**config.mk**
```make
export PLATFORM = sky130hd
export DESIGN_NAME = nms_ctrl
export DESIGN_NICKNAME = d
export VERILOG_FILES = /design/src/hw/rtl/nms_pkg.sv /design/src/hw/rtl/nms_ctrl.sv
export SDC_FILE = /design/constraint.sdc
export NUM_CORES = 1
export LEC_CHECK = 0
export BUFFER_PORTS_ARGS = -buffer_cell sky130_fd_sc_hd__buf_2
export CAP_MARGIN = 20
export CORE_AREA = 2 2 39 41
export DETAILED_ROUTE_END_ITERATION = 16
export DIE_AREA = 0 0 41 43
export SLEW_MARGIN = 20
export SYNTH_ARGS = -nofsm -noshare
export SYNTH_HDL_FRONTEND = slang
export SYNTH_SLANG_ARGS = --single-unit
```
**constraint.sdc**
```tcl
create_clock -name clock -period 3.4 [get_ports clock]
set_input_delay 0.68 -clock clock [delete_from_list [all_inputs] [get_ports clock]]
set_output_delay 0.68 -clock clock [all_outputs]
set_load 0.01 [all_outputs]
```
**src/hw/rtl/nms_pkg.sv**
```systemverilog
// Package for the natural merge argsort unit.
// Holds widths, the controller state type and the command and status structs.
// No dependencies.
`default_nettype none

package nms_pkg;

   localparam int MAX_ELEMENTS_DEF = 1024;
   localparam int KEY_W            = 32;
   localparam int TAG_W            = 16;
   localparam int WORD_W           = KEY_W + TAG_W;

   // Controller states.
   typedef enum logic [3:0] {
      S_LOAD,
      S_FIN,
      S_PINIT,
      S_BMID,
      S_BHI,
      S_BHIW,
      S_MRD,
      S_MWR,
      S_BWR,
      S_PEND,
      S_ERD,
      S_EOUT
   } state_type;

   // Commands from the controller to the datapath.
   typedef struct packed {
      logic load_fire;
      logic fin;
      logic pinit;
      logic bmid;
      logic bhi;
      logic bhiw;
      logic mwr;
      logic bwr;
      logic pend;
      logic emit_mode;
      logic emit_fire;
   } cmd_type;

   // Status from the datapath to the controller.
   typedef struct packed {
      logic single_run;
      logic pair_done;
      logic last_pair;
      logic next_single;
      logic emit_last;
   } status_type;

endpackage

`default_nettype wire

```
**src/hw/rtl/nms_ctrl.sv**
```systemverilog
// Controller state machine of the natural merge argsort unit.
// Sequences loading, merge passes and result output. Depends on nms_pkg.
`default_nettype none

module nms_ctrl (
   input  wire                 clock,
   input  wire                 reset,
   input  wire                 req_tvalid,
   input  wire                 req_tlast,
   output logic                req_tready,
   output logic                rsp_tvalid,
   input  wire                 rsp_tready,
   input  nms_pkg::status_type status,
   output nms_pkg::cmd_type    cmd
);
   import nms_pkg::*;

   state_type state_ff;
   state_type state_in;
   logic      req_fire;
   logic      rsp_fire;

   assign req_fire = req_tvalid && (state_ff == S_LOAD);
   assign rsp_fire = rsp_tready && (state_ff == S_EOUT);

   // State register.
   always_ff @(posedge clock) begin
      if (reset) begin
         state_ff <= S_LOAD;
      end else begin
         state_ff <= state_in;
      end
   end

   // Next state.
   always_comb begin
      state_in = state_ff;
      case (state_ff)
         S_LOAD: begin
            if (req_fire && req_tlast) state_in = S_FIN;
         end
         S_FIN: begin
            state_in = status.single_run ? S_ERD : S_PINIT;
         end
         S_PINIT: state_in = S_BMID;
         S_BMID:  state_in = S_BHI;
         S_BHI:   state_in = S_BHIW;
         S_BHIW:  state_in = S_MRD;
         S_MRD: begin
            state_in = status.pair_done ? S_BWR : S_MWR;
         end
         S_MWR:   state_in = S_MRD;
         S_BWR: begin
            state_in = status.last_pair ? S_PEND : S_BMID;
         end
         S_PEND: begin
            state_in = status.next_single ? S_ERD : S_PINIT;
         end
         S_ERD:   state_in = S_EOUT;
         S_EOUT: begin
            if (rsp_fire) state_in = status.emit_last ? S_LOAD : S_ERD;
         end
         default: state_in = S_LOAD;
      endcase
   end

   // Outputs.
   always_comb begin
      req_tready    = (state_ff == S_LOAD);
      rsp_tvalid    = (state_ff == S_EOUT);
      cmd           = '0;
      cmd.load_fire = req_fire;
      cmd.fin       = (state_ff == S_FIN);
      cmd.pinit     = (state_ff == S_PINIT);
      cmd.bmid      = (state_ff == S_BMID);
      cmd.bhi       = (state_ff == S_BHI);
      cmd.bhiw      = (state_ff == S_BHIW);
      cmd.mwr       = (state_ff == S_MWR);
      cmd.bwr       = (state_ff == S_BWR);
      cmd.pend      = (state_ff == S_PEND);
      cmd.emit_mode = (state_ff == S_ERD) || (state_ff == S_EOUT);
      cmd.emit_fire = rsp_fire;
   end

endmodule

`default_nettype wire

```
# After elaboration in Yosys (flattened, before gate mapping)
# Index checks and enable logic that the tools add are counted.
[classes]
eq_ne = 13
n_mux = 8
n_reduce_logical = 7
[ops]
columns = ["operator", "n"]
rows = [
  ["$pmux W4 S11", 1],
  ["$mux W4", 7],
  ["$eq A4 B3 Y1 const B", 4],
  ["$eq A4 B4 Y1 const B", 4],
  ["$eq A4 B2 Y1 const B", 2],
  ["$eq A4 B1 Y1 const B", 1],
  ["$logic_not A4 Y1", 1],
  ["$ne A2 B1 Y1 const B", 2],
  ["$logic_and A1 B1 Y1", 3],
  ["$reduce_and A2 Y1", 1],
  ["$reduce_or A2 Y1", 1],
  ["$logic_or A1 B1 Y1", 1],
]
[word_totals]
regBits = 4
inputBits = 10

# Logic depth before layout (Yosys ltp)
# Gate-level depths: netlist of the first run.
[logic_depth]
word_depth = 5
ltp_mapped = 5

# Worst setup path after synthesis of the first run
# OpenSTA, ideal clock, no wires.
[synth_path]
kind = "reg2out"
start = "register state_ff[0]"
end = "output port cmd[10] in the netlist's numbering"
t_arrival_ps = 1183
required_time_ps = 2720
setup_slack_ps = 1537
path_stages_with_launch = 5
path_buffers = 2
path_cell_list = "dfxtp_1 buf_6 nor4_2 and2_1 buf_4"
[synth_via]
elab_chain_cells = 2
[synth_lines]
columns = ["item", "line", "source"]
rows = [
  ["start: declaration", "nms_ctrl.sv:18", "state_type state_ff;"],
  ["start signal: assignment", "nms_ctrl.sv:31", "state_ff <= state_in;"],
  ["$logic_not A4 Y1", "-", ""],
  ["named net req_tready", "nms_ctrl.sv:10", "output logic req_tready,"],
  ["$logic_and A1 B1 Y1", "nms_ctrl.sv:23", "assign req_fire = req_tvalid && (state_ff == S_LOAD);"],
  ["end: declaration", "nms_ctrl.sv:14", "output nms_pkg::cmd_type cmd"],
]
# The timed path passes the listed nets, and every way through them passes these cells.

==> run summary, run 1 <==
The largest registers in the layout are state_ff x4. Dividing total power by cell area gives a power density of roughly 480 nW/um^2. The CTS clock-pin slew for the worst setup and hold paths came out at 40 ps. The global-route total usage across every layer came out at between 10% and 20%. In the synthesized netlist the dominant register cell turns out to be sky130_fd_sc_hd__dfxtp_1. The netlist uses 32 different library cells.

The number of flip-flops under the largest register name is 4. The total congestion overflow is 0. Measured along the y axis, the die boundary spans 43 um. For flop-to-flop paths, the worst setup slack is around 2000 ps. In the post-synthesis netlist, the biggest area contributors are sky130_fd_sc_hd__dfxtp_1, sky130_fd_sc_hd__buf_4, sky130_fd_sc_hd__nor2_1, sky130_fd_sc_hd__buf_6, sky130_fd_sc_hd__and2_1. The timing startpoint of the critical path is state_ff[0]$_SDFFE_PP0P_.

TritonCTS built the clock tree. The number of nets in the layout is between 80 and 90. The signal on the critical path passes through or2b_4 -> nor3_1 -> buf_2. The number of buffers added to fix hold violations after cts is 0.

The setup TNS came out at 0 ps. The maximum number of pins on one net before global-route repair came out at 14. For this design the total switching power over the nets is between 0.0001 and 0.00015 W.

Net switching is 39.4% of the power. The critical path ends at cmd[9]. The source-to-sink clock delay at the later pin of the worst-skew pair is around 240 ps.

The clock period could shrink to around 2100 ps. The internal power contribution is between 0.00015 and 0.0002 W. The most repeated cell in the gate-level netlist after synthesis is sky130_fd_sc_hd__nor2_1. The count of input and output buffers came out at 22. At the end of routability-driven placement, the weighted congestion stood at 0.792. The hold violation count in the final report came out at 0. The count of nets left with antenna violations once routing finished came out at 0. The site row count is 14. The number of DRC violations after detailed routing came out at 0. Along the worst path, the maximum fanout reaches 11. The worst setup path is launched from a flop. In this run the static leakage power is 0.259 nW. A synthesized cell averages roughly 8.5 um^2. Derived from the worst setup path, the maximum achievable clock frequency is about 0.48 GHz.

The die width came out at 41 um. The kind of cell adding the most delay to the critical path is flip-flops. The number of top-level design ports came out at 23. More flip-flops sit in one register than any other, and that register is state_ff. The number of fill cells came out at 146. In this run, flip-flops and latches consume 33.1% of the power.

The routed via count divided by cell count came out at 5.23. The proportion of synthesized chip area in sequential cells came out at between 15 and 20%. The master cell of the clock root buffer is sky130_fd_sc_hd__clkbuf_4. In this design, the stage delay of the slowest critical-path cell is approximately 570 ps.

The first-pass GRT wire length came out at 1610 um. The slowest stage of the critical path belongs to the cell sky130_fd_sc_hd__dfxtp_1. The floorplan step defined a die boundary enclosing 1760 um^2. The post-detailed-route wirelength per cell came out at between 10 and 15 um. The repair_antennas step left the layout with diodes totalling 0. In the synthesized netlist, the cells that appear most often are sky130_fd_sc_hd__nor2_1, sky130_fd_sc_hd__buf_4, sky130_fd_sc_hd__dfxtp_1. For the worst flop-to-flop path, the logic depth is 3. The logic depth of the worst path, buffers included came out at 3.

The mapped cell area is 449 um^2. The total CTS buffers came out at 3. The first detailed-routing pass took 4 iterations. Measured against its own limit, the worst slew margin works out to around 65%. Per report_power, the combinational group accounts for between 40% and 50% of the total. STA classifies the critical path endpoint as an output pin. In this run, the number of DRC markers left after iteration 0 of detailed routing was 16. The proportion of synthesized flip-flops having asynchronous set or reset came out at 0%.

Counting flops with a built-in enable in the synthesized netlist gives 0. Detailed placement ended at an HPWL of ~790 um. The number of sinks driven by the clock tree is 4. The clock skew after layout came out at 1.20 ps. The startpoint identified for the worst register-to-register timing path is state_ff[1]$_SDFFE_PP0P_. The number of global-route vias before repair was 402.

The synthesized design devotes to its leading area cell type 17.8% of total area. The number of levels in the clock H-tree is 1. The met2 layer usage reported by global route is between 10% and 20%.

The number of resized instances in the post-cts repair step is 0. Together, buffers and inverters on the worst path number 1. The final number of max-transition violations is 0. The met3 track utilization from global routing came out at under 10%.

The critical path data required time came out at 2720 ps. The share of layout cells above drive strength 1 is between 40% and 50%. The area taken by multi-input logic gates is approximately 310 um^2. The number of storage elements in the synthesis netlist came out at 4. Once layout is done, the placed cells without fillers occupy 549 um^2. The period utilization is 61.8%. The placed instances occupy a cell area of 527 um^2. After technology mapping, the gate count stands at between 50 and 60. The number of nets produced by synthesis came out at 63. The area added between synthesis and finish came out at 22.3%. The category of the most critical setup path is reg -> out. Setup repair after global routing left no endpoint under its margin. The clock network fraction of design power came out at 22.6%. For met1 alone, demand over resource in global routing was ~17%.

The detailed router placed 460 vias in this run. The sequential cell area in the final layout came out at 80.1 um^2. The buffers inserted during post-CTS setup optimization came out at 0. The worst min-delay path class is reg -> reg. The core area is approximately 1400 um^2. The endpoint identified for the worst register-to-register timing path is state_ff[0]$_SDFFE_PP0P_. The most area-hungry cell type in the Yosys netlist is sky130_fd_sc_hd__dfxtp_1.

The initial core utilization came out at roughly a third. The run finished with clean final reports. Setup violations remaining at the end of the flow were counted as 0. The total power consumption of the routed design came out at about 0.00026 W.

IR analysis of the VDD net gives a maximum drop of 0.000164 V. For this run, the number of Yosys warnings is 0. Summed over all layers, the routed wires come to 1040 um.

The initial antenna violation count was 0. The number of max-cap violations came out at 0. After global routing, the most crowded layer is met2. The critical path data arrival time came out at 1420 ps.

The maximum number of buffers from clock root to sink is 2. At the pin with the least slew margin, the transition time is 527 ps.
## metrics by stage
step                std cells  setup slack [ps]  hold slack, ps  util (%)
global placement           85              1520             630      38.1
CTS                        88              1290             660      39.7
global route               88              1230             677      39.7
detailed placement         85              1540             646      38.1
floorplan                  53              1540             534         -
finish                     88              1300             666      39.7
## power by group through the flow
stage | logic, W | registers [W] | clock network [W]
floorplan | 0.000119 | 0.0000650 | 0
global placement | 0.000118 | 0.0000863 | 0
detailed placement | 0.000117 | 0.0000871 | 0
CTS | 0.000117 | 0.0000859 | 0.0000630
global route | 0.000128 | 0.0000894 | 0.0000662
finish | 0.000116 | 0.0000868 | 0.0000591
## cells in the final DEF, fill, tap and decap left out
master	instances
sky130_fd_sc_hd__inv_1	1
sky130_fd_sc_hd__nor4b_1	1
sky130_fd_sc_hd__a21o_1	1
sky130_fd_sc_hd__or2b_4	1
sky130_fd_sc_hd__and2b_1	1
sky130_fd_sc_hd__a31oi_1	1
sky130_fd_sc_hd__nand4bb_1	1
sky130_fd_sc_hd__and2_1	3
sky130_fd_sc_hd__or4_1	1
sky130_fd_sc_hd__nand2_4	1
sky130_fd_sc_hd__nor2b_1	3
sky130_fd_sc_hd__a211oi_2	1
sky130_fd_sc_hd__clkbuf_4	3
sky130_fd_sc_hd__nand2b_1	1
sky130_fd_sc_hd__nor2_1	7
sky130_fd_sc_hd__a21oi_1	1
sky130_fd_sc_hd__o21bai_1	1
sky130_fd_sc_hd__nor4_2	1
sky130_fd_sc_hd__nand4_1	1
sky130_fd_sc_hd__nand2_1	3
sky130_fd_sc_hd__o41ai_2	1
sky130_fd_sc_hd__o221ai_1	1
sky130_fd_sc_hd__a211oi_1	1
sky130_fd_sc_hd__buf_2	22
sky130_fd_sc_hd__nand4b_1	1
sky130_fd_sc_hd__nand2b_4	1
sky130_fd_sc_hd__o2111ai_2	1
sky130_fd_sc_hd__a22o_4	1
sky130_fd_sc_hd__or2_1	1
sky130_fd_sc_hd__nor3_1	2
sky130_fd_sc_hd__dfxtp_1	4
sky130_fd_sc_hd__or3_1	2
## kinds of logic after synthesis
family	count (synthesis)	share of synthesized area [%]
compound gates	10	23.1
buf+inv	7	12.5
simple gates	32	46.5
flops	4	17.8
## how the worst min path moves through the flow
stage,from,endpoint,slack [ps],cells past startpoint
6_report,state_ff[2]$_SDFFE_PP0P_,state_ff[2]$_SDFFE_PP0P_,670,2
5_1_grt,reset,state_ff[3]$_SDFFE_PP0P_,680,2
4_1_cts,state_ff[2]$_SDFFE_PP0P_,state_ff[2]$_SDFFE_PP0P_,660,2
3_5_place_dp,state_ff[2]$_SDFFE_PP0P_,state_ff[2]$_SDFFE_PP0P_,650,2
3_3_place_gp,state_ff[2]$_SDFFE_PP0P_,state_ff[2]$_SDFFE_PP0P_,630,2
2_1_floorplan,state_ff[1]$_SDFFE_PP0P_,state_ff[2]$_SDFFE_PP0P_,530,2
## worst reg2reg max path, delay by kind of cell, from the launching register on
family	cells	cell delay [ps]
AND/OR/NAND/NOR	2	650
flip-flops	1	590
AO/OA/AOI/OAI	1	70
## area by class of cell
class,count,share of cell area (%)
multi-input combinational,42,56.9
timing repair buffer,22,20.0
clock buffer,3,4.10
sequential,4,14.6
inverter,1,0.683
tap,16,3.64
## metal layers
metal	share of wire, %	wire, um	vias up
li1	-	-	229
met1	44	455	215
met2	50	524	16
met3	6.0	62	0
met4	0	0	0
met5	0	0	-
Note: power is estimated with default switching activity, not from simulation.
==> run 2, diff against run 1 <==
Settings changed: ABC_AREA from default to 1.
Clock period 3.4 ns to 1.8 ns, I/O delays scaled along.
==> run summary, run 2 <==
The run finished with clean final reports. The leakage dissipation is 0.350 nW. The proportion of synthesized chip area in sequential cells came out at 17.7%. The number of flip-flops under the largest register name is 4.

By count the netlist is led by sky130_fd_sc_hd__nand2_1, sky130_fd_sc_hd__nor2_1, sky130_fd_sc_hd__inv_1. The total via count in the routed design is about 520. The category of the most critical setup path is reg -> out. The post-detailed-route wirelength per cell came out at between 8 and 9 um. Leaving out fill and tap cells, the most frequent cell in the layout is sky130_fd_sc_hd__buf_2. The number of detailed-routing iterations run before antenna repair came out at 4.

The master cell of the clock root buffer is sky130_fd_sc_hd__clkbuf_4. Cells with a size suffix above 1 make up 48.0% of the layout. Across the VDD grid, the largest voltage drop is approximately 0.00025 V. The routed via count divided by cell count is 4.44. The die height came out at 43 um. The timing startpoint of the critical path is state_ff[2]$_SDFFE_PP0P_. The clock skew after layout is 1.21 ps. The number of resized instances in the post-cts repair step is 0. During placement, the flow inserted port buffers numbering 22. The initial core utilization is between 30 and 40%.

The post-synthesis cell count came out at approximately 80. For this design the ratio of total power to cell area is between 600 and 700 nW/um^2. The most area-hungry cell type in the Yosys netlist is sky130_fd_sc_hd__dfxtp_1.

Post-CTS timing repair inserted 0 buffers for setup. The count of buffering cells on the critical path with inverters included came out at 3. The number of enable-type register cells in the synthesized netlist came out at 0. In this run the most critical hold path is launched from reset. The number of buffers added to fix hold violations after cts came out at 0. The site row count is 14. The residual antenna-violating net count after detailed routing is 0. The area added between synthesis and finish is 28.8%. The setup violation total in the final timing report is 0. The worst min-delay path class is in -> reg. Traced cell by cell, the critical path runs through inv_2 -> nor2_2 -> nand2_1 -> inv_1 -> buf_2.

Clock-pin slew was measured on the worst setup and hold paths at 40 ps. In this run the deepest clock path goes through 2 buffers. The first global-routing pass estimated about 1700 um of wire. The launch instance of the worst register-to-register path is state_ff[2]$_SDFFE_PP0P_. The end-of-flow core utilization is 42.0%.

The nature of the critical path startpoint is a flop. When the netlist entered floorplanning its net count stood at 88. During I/O placement, the number of pins put on the boundary was 23. The floorplan step defined a die boundary enclosing 1760 um^2. The TritonCTS clock tree is built. The repair_antennas step left the layout with diodes totalling 0.

The die width came out at a little over 40 um. At the pin with the least slew margin, the transition time is 263 ps. The placed wire-length estimate after detailed placement is 872 um.

The final number of max-transition violations came out at 0. The normalized max-slew margin is 82.5%. By area the synthesized netlist is led by sky130_fd_sc_hd__dfxtp_1, sky130_fd_sc_hd__nand2_1, sky130_fd_sc_hd__nor2_1, sky130_fd_sc_hd__nand2_2, sky130_fd_sc_hd__inv_1.

Data on the critical path is required at its endpoint by 1440 ps. The critical path's largest stage delay came out at 410 ps. Setup repair after global routing left no endpoint under its margin. The hold violation count in the final report came out at 0. The core area came out at 1380 um^2. The number of levels in the clock H-tree came out at 1. The number of sinks driven by the clock tree is 4. Global routing used 14.4% of the available tracks across all layers. The mean cell area of the mapped netlist is 5.79 um^2. In this run the worst path has a maximum fanout of 5. The initial antenna violation count came out at 0. Of all flip-flops after synthesis, the portion carrying an async set or reset was 0%. The worst setup path is captured at an output pin. The count of routing violations after the opening detailed-route iteration is 10. state_ff holds more flip-flops than any other register. For this run, the top clock speed supported by timing is between 0.6 and 0.7 GHz. The final hold slack came out at 330 ps. The mapped cell area is roughly 450 um^2. After detailed routing, the total wire length is 994 um. The most repeated cell in the gate-level netlist after synthesis is sky130_fd_sc_hd__nand2_1.

The number of global-route vias before repair came to 440. In the final layout, the registers with the most flip-flops are state_ff x4. The number of nets in the layout is roughly 110. Summed over all layers, the global routing overflow is 0.

The kind of cell adding the most delay to the critical path is flip-flops. The number of DRC violations after detailed routing came out at 0. The leading register cell type out of synthesis is sky130_fd_sc_hd__dfxtp_1. Yosys printed 0 warnings.

The final weighted congestion of routability-driven global placement came out at about 0.74. The final critical-path required period came out at about 1600 ps. STA puts the critical path data arrival time at 1260 ps. The number of max-cap violations is 0. The total CTS buffers is 3. The final critical path takes up 89.8% of the cycle. The number of different library cells used by synthesis comes to 18. The largest individual stage delay along the critical path comes from the cell sky130_fd_sc_hd__dfxtp_1. The total placed cells including tap cells is 113. The clock reaches the later pin of the worst-skew pair after 230 ps. The setup TNS came out at 0 ps. The proportion of netlist area held by the largest area contributor is 17.7%.

The finished layout holds roughly 120 standard cells, fillers aside. The maximum number of pins on one net before global-route repair is 9. The number of storage elements in the synthesis netlist is 4.

In the layout the commonest cells are sky130_fd_sc_hd__buf_2, sky130_fd_sc_hd__nand2_1, sky130_fd_sc_hd__nor2_1.
## run 2: changes by cell type after synthesis, moves of 4 or more
| cell | before | now |
|---|---|---|
| sky130_fd_sc_hd__nand2_1 | 3 | 15 |
| sky130_fd_sc_hd__inv_1 | 1 | 9 |
| sky130_fd_sc_hd__nand2_2 | 0 | 8 |
| sky130_fd_sc_hd__nor2_1 | 7 | 14 |
| sky130_fd_sc_hd__inv_2 | 0 | 5 |
| sky130_fd_sc_hd__nor2_2 | 0 | 4 |
## run 2: cell type report
| type | instances | area (um^2) |
|---|---|---|
| Timing Repair Buffer | 22 | 110 |
| Fill cell | 151 | 802 |
| Sequential cell | 4 | 80.1 |
| Clock buffer | 3 | 22.5 |
| Inverter | 14 | 52.6 |
| Multi-Input combinational cell | 57 | 297 |
| Tap cell | 16 | 20.0 |
## run 2: layer usage
metal / up-vias / routed length [um] / global-route usage [%]
met5: - / 0 / 0
met4: 0 / 19 / 10.0
met3: 2 / 67 / 3.14
met2: 16 / 484 / 20.3
met1: 217 / 423 / 18.3
li1: 280 / - / -
## run 2: stage by stage
stage / total power, W / instance area (um^2) / setup slack, ps
after floorplan: 0.000228 / 452 / 587
after global placement: 0.000262 / 559 / 441
after detailed placement: 0.000262 / 559 / 427
after CTS: 0.000376 / 582 / 173
after global routing: 0.000405 / 582 / 55.9
final: 0.000369 / 582 / 184
## run 2: kinds of logic (layout without fill, tap and decap cells)
family	count (synthesis)	after routing	share of synthesized area, %
compound gates	7	7	9.42
simple gates	50	50	56.2
flops	4	4	17.7
buf+inv	17	39	16.6
## run 2: worst paths after layout
kind,to,slack (ps),cells past startpoint
worst max-delay path,cmd[6],180,5
worst min-delay path,state_ff[1]$_SDFFE_PP0P_,330,2
worst max register to register,state_ff[3]$_SDFFE_PP0P_,600,8
worst min register to register,state_ff[2]$_SDFFE_PP0P_,710,4
## run 2: report_power, final
group	total (W)	leakage, nW	internal [W]	switching [W]
Clock	0.000109	0.0138	0.0000745	0.0000349
Sequential	0.000112	0.0325	0.0000969	0.0000152
Combinational	0.000148	0.304	0.0000581	0.0000900
Total	0.000369	0.350	0.000229	0.000140
